[src/rtl/core/bezier_path_flattener_macros.svh]
// assertion macros for the bezier path flattener
// used by the top level only; no other dependencies
`ifndef BEZIER_PATH_FLATTENER_MACROS_SVH
`define BEZIER_PATH_FLATTENER_MACROS_SVH

`ifndef SYNTH
`define BPF_ASSERT_IMP(label, clk, rst, pre, post) \
  label: assert property (@(posedge clk) disable iff (rst) (pre) |-> (post)) \
    else $error("bpf check failed");
`define BPF_ASSERT_NXT(label, clk, rst, pre, post) \
  label: assert property (@(posedge clk) disable iff (rst) (pre) |=> (post)) \
    else $error("bpf check failed");
`else
`define BPF_ASSERT_IMP(label, clk, rst, pre, post)
`define BPF_ASSERT_NXT(label, clk, rst, pre, post)
`endif

`endif

[src/rtl/core/bpf_pkg.sv]
// shared types and constants for the bezier path flattener
// no dependencies
package bpf_pkg;

  localparam int MAX_RESOLUTION = 65;
  localparam int COORD_W        = 32;
  localparam int RES_W          = 7;
  localparam int N_W            = 7;   // segment count n, 1..64
  localparam int SQ_W           = 13;  // n*n and a*a, up to 4096
  localparam int W_W            = 20;  // bernstein weights, below 2^19
  localparam int DEN_W          = 20;  // twice the denominator, up to 2^19
  localparam int NUM_W          = 56;  // biased dividend
  localparam int QUEUE_DEPTH    = 2;
  localparam int IN_DATA_W      = 6 * COORD_W;
  localparam int OUT_DATA_W     = 2 * COORD_W;

  localparam logic [RES_W-1:0] RES_RESET = RES_W'(17);

  localparam logic [2:0] KIND_MOVE  = 3'd0;
  localparam logic [2:0] KIND_LINE  = 3'd1;
  localparam logic [2:0] KIND_QUAD  = 3'd2;
  localparam logic [2:0] KIND_CUBIC = 3'd3;
  localparam logic [2:0] KIND_CLOSE = 3'd4;

  typedef enum logic [1:0] {
    OP_POINT,
    OP_CLOSE,
    OP_QUAD,
    OP_CUBIC
  } op_t;

  typedef struct packed {
    op_t                        op;
    logic [N_W-1:0]             n;
    logic signed [COORD_W-1:0]  ex;
    logic signed [COORD_W-1:0]  ey;
    logic signed [COORD_W-1:0]  c1x;
    logic signed [COORD_W-1:0]  c1y;
    logic signed [COORD_W-1:0]  c2x;
    logic signed [COORD_W-1:0]  c2y;
  } cmd_t;

  typedef struct packed {
    logic full;
    logic empty;
  } q_stat_t;

endpackage

[src/rtl/core/bpf_queue.sv]
// small command queue between front and back end
// depends on bpf_pkg
module bpf_queue (
  input  logic             clk,
  input  logic             rst,
  input  logic             push,
  input  bpf_pkg::cmd_t    wr_cmd,
  input  logic             pop,
  output bpf_pkg::cmd_t    rd_cmd,
  output bpf_pkg::q_stat_t stat
);
  import bpf_pkg::*;

  localparam int PTR_W = $clog2(QUEUE_DEPTH);
  localparam int CNT_W = $clog2(QUEUE_DEPTH + 1);

  cmd_t             mem [QUEUE_DEPTH];
  logic [PTR_W-1:0] wr_ptr;
  logic [PTR_W-1:0] rd_ptr;
  logic [CNT_W-1:0] count;

  always_ff @(posedge clk) begin
    if (push) begin
      mem[wr_ptr] <= wr_cmd;
    end
  end

  always_ff @(posedge clk) begin
    if (rst) begin
      wr_ptr <= '0;
      rd_ptr <= '0;
      count  <= '0;
    end else begin
      if (push) begin
        wr_ptr <= (wr_ptr == PTR_W'(QUEUE_DEPTH - 1)) ? '0 : wr_ptr + PTR_W'(1);
      end
      if (pop) begin
        rd_ptr <= (rd_ptr == PTR_W'(QUEUE_DEPTH - 1)) ? '0 : rd_ptr + PTR_W'(1);
      end
      if (push && !pop) begin
        count <= count + CNT_W'(1);
      end else if (pop && !push) begin
        count <= count - CNT_W'(1);
      end
    end
  end

  assign rd_cmd     = mem[rd_ptr];
  assign stat.full  = (count == CNT_W'(QUEUE_DEPTH));
  assign stat.empty = (count == '0);

endmodule

[config.mk]
export PLATFORM = sky130hd
export DESIGN_NAME = bpf_queue
export DESIGN_NICKNAME = d
export VERILOG_FILES = /design/src/rtl/core/bezier_path_flattener_macros.svh /design/src/rtl/core/bpf_pkg.sv /design/src/rtl/core/bpf_queue.sv
export SDC_FILE = /design/constraint.sdc
export NUM_CORES = 1
export LEC_CHECK = 0
export BUFFER_PORTS_ARGS = -buffer_cell sky130_fd_sc_hd__buf_2
export CELL_PAD_IN_SITES_DETAIL_PLACEMENT = 1
export CELL_PAD_IN_SITES_GLOBAL_PLACEMENT = 1
export CORE_ASPECT_RATIO = 0.9
export CORE_UTILIZATION = 44
export CTS_BUF_LIST = sky130_fd_sc_hd__clkbuf_16
export CTS_CLUSTER_DIAMETER = 30
export DETAILED_ROUTE_END_ITERATION = 10
export GPL_TIMING_DRIVEN = 0
export PLACE_DENSITY_LB_ADDON = 0.1
export SLEW_MARGIN = 20
export SYNTH_ARGS = -nofsm -noshare
export SYNTH_HDL_FRONTEND = slang
export SYNTH_SLANG_ARGS = --single-unit
[constraint.sdc]
create_clock -name clk -period 14.2 [get_ports clk]
set_input_delay 1.42 -clock clk [delete_from_list [all_inputs] [get_ports clk]]
set_output_delay 1.42 -clock clk [all_outputs]
set_load 0.03 [all_outputs]
==> flow_summary.ini <==
[status]
run_status = finished clean

[sta]
fmax_mhz = 298
min_period_over_period_pct = 23.6
hold_viol = 0
rsz0062_at_grt = no
setup_ws_ns = 10.84
period_minus_slack_ns = 3.36
slew_violations = 0
worst_pin_slew_ns = 0.584
setup_tns_ns = 0
fin_skew_ns = 0.0197
setup_viol = 0
relSlewSlack_pct = 61.0

[die]
ios = 408
die_h_um = 176
num_rows = 63
die-area_mm2 = 0.0343
initial_utilization_pct = 44.8
core-area_mm2 = 0.0330
die_width_um = 195

[critical_path]
critPathKind = register to primary output
slowest_stage = dfxtp_1
crit_top_cell = buf_6
startpoint_type = register
critPathCaptureType = primary output
max_stage_delay_ns = 0.37
crit_fanout = 10
crit_family = buffers and inverters
crit_arrival_ns = 1.94
path_cells = buf_6 -> buf_6 -> mux2_2 -> buf_2
path_buf_inv = 3
cp_data_required_time_ns = 12.78

[yosys]
syn_inst = 647
avgSynthCellArea_um2 = 22.8
syn_nets = 853
ys_warn_count = 0
synth_seq_cells = 407
yosysSeqAreaShare_pct = 82.3
syn_area_mm2 = 0.0148
yosysUniqueCellTypes = 16

[global_route]
grt_antenna_before_repair = 13
grt_util_met1_pct = 21.7
grt_pass1_wl_mm = 51.4
grt_pass1_vias = 8811
grt_max_degree = 51
grt.met3_usage_pct = 9.54
use_met2_pct = 34.8
overflow = 0
grt.total_usage_pct = 20.4
grt-busiest-layer = met2

[routing]
via_per_inst = 4.85
antenna_left = 0
dr.pass1.iters = 4
first_iter_violations = 247
drc = 0
wl_per_cell_um = 21.0
postRouteWirelength_mm = 34.8
vias = 8032

[pwr]
max-vdd-ir-drop_uv = 124
pwr-share-seq_pct = 37.5
pwr-share-comb_pct = 11.1
p_sw_share_pct = 24.1
switchingPower_mw = 0.915
pwr_density_cell_mw_per_mm2 = 184
p_leak_nw = 7.92
clkPwrFrac_pct = 51.4
internal_power_mw = 2.88

[cells_and_area]
area_growth_pct = 39.5
final_cell_mix = buf_2, edfxtp_1, mux2_2
final_common_cell = buf_2
final_cell_count_no_fill = 1655
layout-drive-gt1-share_pct = 63.9
nets = 1360

[place]
routabilityCongestion = 0.708
post-dp-hpwl_mm = 23.4
port_buffers = 407
post-place-ws_ns = 10.87
placed_cells = 1490

[clock_tree]
clock-sinks = 407
ctsHoldBuffers = 0
cts_made_buffers = 84
clk_pin_slew_worst_paths_ns = 0.05
cts_max_level = 3
post_cts_buffers = 0
ctsResizeCount = 0
cts-root-buf = clkbuf_16
cts_buffer_depth = 3
tritoncts = built
clk-insertion-delay-late_ns = 0.58

[hold_path]
hold_class = register to register

[flow_run]
drv_cap = 0
==> state kept, by name, indices dropped and copies added (netlist names), named ones only <==
| signal | flops |
|---|---|
| wr_ptr | 1 |
| mem | 402 |
| rd_ptr | 1 |
| count | 2 |
==> per-layer routing <==
layer | wire (µm) | vias to the layer above
met3 | 3310 | 61
li1 | - | 3664
met2 | 18100 | 303
met4 | 792 | 8
met5 | 39 | -
met1 | 12500 | 3996
==> cell usage after synthesis <==
cell	n	area, µm²
a21oi_1	1	5.00
and2_1	1	6.26
and2b_1	1	7.51
buf_2	1	5.00
buf_6	21	236
dfxtp_1	5	100
edfxtp_1	402	12100
ha_1	1	12.5
inv_1	1	3.75
mux2_2	201	2260
nor2_1	5	18.8
nor2b_1	1	6.26
o21ai_0	1	5.00
or3_1	1	6.26
xnor2_1	2	17.5
xor2_1	2	17.5
==> tightest hold or removal path, cell delays in order (launching register included) <==
cell and delay, ns:
dfxtp_1 0.33, o21ai_0 0.08, a21oi_1 0.06
==> path summary, 6_finish.rpt <==
path                                   to  cells after the start  slack (ns)     start
worst max-delay path            rd_cmd[0]                      4       10.84  register
worst min-delay path             count[1]                      2        0.52  count[1]
worst max register to register  mem[0][9]                      5       12.16    wr_ptr
worst min register to register   count[1]                      2        0.52  count[1]
==> power groups by stage <==
stage	registers [mW]	logic, mW	clock network, mW
floorplan	1.46	0.269	0
finish	1.42	0.421	1.95
global placement	1.47	0.402	0
detailed placement	1.44	0.425	0
global route	1.43	0.445	2.04
CTS	1.42	0.429	1.99
==> through the flow <==
| stage | utilization, % | instance area (µm²) | hold slack (ns) | total power, mW |
|---|---|---|---|---|
| detailed placement | 53.6 | 17700 | 0.509 | 1.87 |
| floorplan | - | 14800 | 0.462 | 1.73 |
| CTS | 62.4 | 20600 | 0.515 | 3.84 |
| finish | 62.4 | 20600 | 0.519 | 3.79 |
| global route | 62.4 | 20600 | 0.565 | 3.91 |
| global placement | 52.5 | 17300 | 0.488 | 1.88 |
==> kinds of logic after synthesis <==
family | count (synthesis) | share of synthesized area, %
buffers and inverters | 23 | 1.66
AOI/OAI and AO/OA | 2 | 0.0676
muxes | 201 | 15.3
and+or+nand+nor | 9 | 0.305
DFF | 407 | 82.3
xor gates and xnor gates | 4 | 0.237
adders and majority gates | 1 | 0.0846
==> cell type report <==
class | count | area, µm²
clock buffer | 84 | 2100
clock inverter | 72 | 785
sequential | 407 | 12200
inverter | 1 | 3.75
tap | 422 | 528
multi-input combinational | 217 | 2380
timing repair buffer | 421 | 2390
buffer | 22 | 241
antenna | 9 | 22.5
fill | 2928 | 12400
Power figures use the tool's default switching activity.
