===== src/rtl/core/bezier_path_flattener_macros.svh =====
// assertion macros for the bezier path flattener
// used by the top level only; no other dependencies
`ifndef BEZIER_PATH_FLATTENER_MACROS_SVH
`define BEZIER_PATH_FLATTENER_MACROS_SVH

`ifndef SYNTH
`define BPF_ASSERT_IMP(label, clk, rst, pre, post) \
  label: assert property (@(posedge clk) disable iff (rst) (pre) |-> (post)) \
    else $error("bpf check failed");
`define BPF_ASSERT_NXT(label, clk, rst, pre, post) \
  label: assert property (@(posedge clk) disable iff (rst) (pre) |=> (post)) \
    else $error("bpf check failed");
`else
`define BPF_ASSERT_IMP(label, clk, rst, pre, post)
`define BPF_ASSERT_NXT(label, clk, rst, pre, post)
`endif

`endif


===== src/rtl/core/bpf_pkg.sv =====
// shared types and constants for the bezier path flattener
// no dependencies
package bpf_pkg;

  localparam int MAX_RESOLUTION = 65;
  localparam int COORD_W        = 32;
  localparam int RES_W          = 7;
  localparam int N_W            = 7;   // segment count n, 1..64
  localparam int SQ_W           = 13;  // n*n and a*a, up to 4096
  localparam int W_W            = 20;  // bernstein weights, below 2^19
  localparam int DEN_W          = 20;  // twice the denominator, up to 2^19
  localparam int NUM_W          = 56;  // biased dividend
  localparam int QUEUE_DEPTH    = 2;
  localparam int IN_DATA_W      = 6 * COORD_W;
  localparam int OUT_DATA_W     = 2 * COORD_W;

  localparam logic [RES_W-1:0] RES_RESET = RES_W'(17);

  localparam logic [2:0] KIND_MOVE  = 3'd0;
  localparam logic [2:0] KIND_LINE  = 3'd1;
  localparam logic [2:0] KIND_QUAD  = 3'd2;
  localparam logic [2:0] KIND_CUBIC = 3'd3;
  localparam logic [2:0] KIND_CLOSE = 3'd4;

  typedef enum logic [1:0] {
    OP_POINT,
    OP_CLOSE,
    OP_QUAD,
    OP_CUBIC
  } op_t;

  typedef struct packed {
    op_t                        op;
    logic [N_W-1:0]             n;
    logic signed [COORD_W-1:0]  ex;
    logic signed [COORD_W-1:0]  ey;
    logic signed [COORD_W-1:0]  c1x;
    logic signed [COORD_W-1:0]  c1y;
    logic signed [COORD_W-1:0]  c2x;
    logic signed [COORD_W-1:0]  c2y;
  } cmd_t;

  typedef struct packed {
    logic full;
    logic empty;
  } q_stat_t;

endpackage


===== src/rtl/core/bpf_front.sv =====
// front end: resolution register, request decode and classification
// depends on bpf_pkg
module bpf_front (
  input  logic                          clk,
  input  logic                          rst,
  input  logic                          cfg_we,
  input  logic [bpf_pkg::RES_W-1:0]     cfg_wdata,
  input  logic                          in_valid,
  output logic                          in_ready,
  input  logic [2:0]                    in_kind,
  input  logic [bpf_pkg::IN_DATA_W-1:0] in_data,
  input  bpf_pkg::q_stat_t              q_stat,
  output logic                          push,
  output bpf_pkg::cmd_t                 cmd
);
  import bpf_pkg::*;

  logic [RES_W-1:0] resolution;
  logic [RES_W-1:0] res_clamped;
  logic             known;

  always_ff @(posedge clk) begin
    if (rst) begin
      resolution <= RES_RESET;
    end else if (cfg_we) begin
      resolution <= cfg_wdata;
    end
  end

  always_comb begin
    if (resolution < RES_W'(2)) begin
      res_clamped = RES_W'(2);
    end else if (resolution > RES_W'(MAX_RESOLUTION)) begin
      res_clamped = RES_W'(MAX_RESOLUTION);
    end else begin
      res_clamped = resolution;
    end
  end

  always_comb begin
    known  = 1'b1;
    cmd.op = OP_POINT;
    case (in_kind)
      KIND_MOVE:  cmd.op = OP_POINT;
      KIND_LINE:  cmd.op = OP_POINT;
      KIND_QUAD:  cmd.op = OP_QUAD;
      KIND_CUBIC: cmd.op = OP_CUBIC;
      KIND_CLOSE: cmd.op = OP_CLOSE;
      default:    known  = 1'b0;
    endcase
    cmd.n   = N_W'(res_clamped - RES_W'(1));
    cmd.ex  = in_data[0*COORD_W +: COORD_W];
    cmd.ey  = in_data[1*COORD_W +: COORD_W];
    cmd.c1x = in_data[2*COORD_W +: COORD_W];
    cmd.c1y = in_data[3*COORD_W +: COORD_W];
    cmd.c2x = in_data[4*COORD_W +: COORD_W];
    cmd.c2y = in_data[5*COORD_W +: COORD_W];
  end

  // unknown kinds are taken and dropped
  assign in_ready = !q_stat.full;
  assign push     = in_valid && in_ready && known;

endmodule


===== config.mk =====
export PLATFORM = sky130hd
export DESIGN_NAME = bpf_front
export DESIGN_NICKNAME = d
export VERILOG_FILES = /design/src/rtl/core/bezier_path_flattener_macros.svh /design/src/rtl/core/bpf_pkg.sv /design/src/rtl/core/bpf_front.sv
export SDC_FILE = /design/constraint.sdc
export NUM_CORES = 1
export LEC_CHECK = 0
export ABC_AREA = 1
export CORE_AREA = 5 5 156 158
export DETAILED_ROUTE_END_ITERATION = 10
export DIE_AREA = 0 0 161 163
export DONT_BUFFER_PORTS = 1
export PLACE_DENSITY_LB_ADDON = 0.3
export SLEW_MARGIN = 20
export SYNTH_ARGS = -nofsm -noshare
export SYNTH_HDL_FRONTEND = slang
export SYNTH_SLANG_ARGS = --single-unit

===== constraint.sdc =====
create_clock -name clk -period 2.3 [get_ports clk]
set_input_delay 0.115 -clock clk [delete_from_list [all_inputs] [get_ports clk]]
set_output_delay 0.115 -clock clk [all_outputs]
set_load 0.01 [all_outputs]

==> flow_summary.yaml <==
finish:
  largestRegisters: "resolution: 7 flops"
  largest_register_ffs: 7
  drive_gt1_share_pct: 8.235
  layout_commonest_cell: "nand2_1"
  nets: 295
  fillCellCount: 2740
  final_area_um2: 933.4
  layout_common_cells: "nand2_1 (18), nor2_1 (16), inv_1 (11)"
  top_register: "resolution"
  antenna_cells: 0
  syn_to_final_growth_pct: -50.63
  stdcell_count: 375
place:
  hpwl_mm: 5.538
  portBuffers: 0
  placedInstanceArea_um2: 834.6
  dp_slack_ns: 0.4307
  gp_congestion: 0.6752
  dpl.cell_count: 369
critical_path:
  path_cells: "nor2_1 > nand3_1 > nand2_1 > nand2_1 > nand2_2 > ha_1 > nand2_1 > nor2_1 > nand3_1 > o21ai_0 > buf_4"
  critPathLaunch: "resolution[2]$_SDFFE_PP0P_"
  cp-end-kind: "output port"
  crit_required_ns: 2.18
  critPathMaxFanout: 4
  start_kind: "flop"
  slowest_delay_ns: 0.33
  timing.rr.end: "resolution[0]$_SDFFE_PP1P_"
  reg2reg_depth: 3
  crit_top_cell: "nand2_1"
  criticalPathCategory: "flop to output port"
  r2r_slack_ns: 1.17
  worstPathArrival_ns: 1.91
  reg2reg_from: "resolution[0]$_SDFFE_PP1P_"
  cp_slowest_cell: "dfxtp_1"
synth:
  avgSynthCellArea_um2: 7.054
  synth_top_area_cell: "buf_4"
  synth-seq-cells: 7
  syn_nets: 477
  synth.yosys.seq_area_share_pct: 7.412
  synth_top_area_share_pct: 76.24
  ys_types: 13
  synthTopCellsByArea: "buf_4 (76%), dfxtp_1 (7.4%), nand2_1 (3.6%), nor2_1 (3.2%), inv_1 (2.2%)"
  netlist_instances: 268
  synth_warnings: 0
  syn_area_um2: 1891
die:
  fp.dieH_um: 163
  die_w_um: 161
  row_count: 56
  ios: 411
  dieArea_um2: 26240
  core_um2: 22980
  start_util_pct: 8.226
route:
  routedWlPerCell_um: 16.57
  drtPass1Iterations: 2
  wl_mm: 6.214
  vias: 804
  viasPerCell: 2.144
  antenna_left: 0
  first_iter_violations: 26
  drc: 0
global_routing:
  grt-ovfl-total: 0
  grt_max_degree: 9
  globalRouteMet3Util_pct: 5.923
  grt_pass1_vias: 849
  grt_pass1_wl_mm: 7.555
  grt_use_total_pct: 4.229
  busiest_layer: "met3"
  grt_util_met2_pct: 5.257
  grt_antenna_before_repair: 0
  grt_util_met1_pct: 2.473
sta:
  period_share_pct: 87.91
  drv_slew: 0
  fin_setup_tns_ns: 0
  worstMarginPinSlew_ns: 0.3623
  finClkSkew_ns: 0
  post-route-min-period_ns: 2.022
  setup_violations: 0
  rsz0062_at_grt: "false"
  max_slew_margin_pct: 75.75
  fin_ws_ns: 0.2780
  final-hold-violation-count: 0
  fmax_ghz: 0.4946
clock_network:
  cts_resized: 0
  cts_buffers: 3
  cts_setup_buffers: 0
  cts_hold_buf: 2
  root_buffer: "clkbuf_16"
  clock-sinks: 7
  tritoncts: "built"
  clkTransAtPathRegs_ns: 0.04
  cts_buffer_depth: 2
  cts.htree.levels: 1
  clk_latency_ns: 0.23
power_and_ir_drop:
  p_leak_nw: 0.3055
  total_power_uw: 538.7
  power_density_nw_per_um2: 577.1
  peakVddDrop_v: 0.0003766
hold_path:
  hp-start: "cfg_wdata[2]"
  worstHoldEndpoint: "resolution[2]$_SDFFE_PP0P_"
  hp-class: "input pin to flop"
  hold_depth: 2
outcome:
  status: "complete, no violations"
flow_run:
  max-cap-violations: 0
==> worst max-delay path: cells and delay by family (launching register included) <==
| family | cells | cell delay, ns |
|---|---|---|
| buffers and inverters | 1 | 0.17 |
| AOI/OAI and AO/OA | 1 | 0.09 |
| DFF | 1 | 0.33 |
| and+or+nand+nor | 8 | 0.86 |
| adders and majority gates | 1 | 0.23 |
==> through the flow <==
| stage | hold WS (ns) | util, % |
|---|---|---|
| after floorplan | 0.2147 | - |
| final | 0.02491 | 4.061 |
| after CTS | 0.02532 | 4.061 |
| after global placement | 0.2289 | 3.631 |
| after detailed placement | 0.2256 | 3.631 |
| after global routing | 0.03742 | 4.061 |
==> metal layers <==
layer | routed length, um | up-vias
met5 | 0 | -
met4 | 720 | 0
met3 | 1929 | 86
met2 | 2346 | 180
met1 | 1217 | 278
li1 | - | 260
==> where the power goes <==
part           switching [mW]  total [mW]  internal, mW
logic                  0.0721       0.110        0.0375
registers             0.00710       0.138         0.131
clock network          0.0611       0.291         0.230
total                   0.140       0.539         0.398
==> logic make-up (layout without fill, tap and decap cells) <==
kind of cell	after synthesis	after routing	synth area share [%]
AOI/OAI and AO/OA	12	12	3.309
xor gates and xnor gates	2	2	0.9267
adders and majority gates	1	1	0.6617
buffers and inverters	203	20	78.42
DFF	7	7	7.412
and+or+nand+nor	43	43	9.265
==> worst max path at each step <==
stage	end	slack, ns	cells after the start
floorplan	cmd[198]	0.83	10
global placement	cmd[198]	0.45	11
detailed placement	cmd[198]	0.43	11
CTS	cmd[198]	0.19	11
global route	cmd[198]	0.01	11
finish	cmd[198]	0.28	11
==> Yosys cell counts <==
cell type	instances
nand2_2	1
a21oi_1	4
nand2_1	18
ha_1	1
xnor2_1	2
nand4_1	1
nor2_1	16
o21a_1	1
o21ai_0	7
buf_4	192
dfxtp_1	7
inv_1	11
nand3_1	7
==> layout make-up <==
class                      count  area, um^2  share of cell area, %
clock buffer                   4       78.83                  8.445
inverter                      11       41.29                  4.424
multi-input combinational     58       267.8                  28.69
sequential                     7       140.1                  15.01
tap                          290       362.8                  38.87
timing repair buffer           5       42.54                  4.558
(Power assumes the default switching activity.)
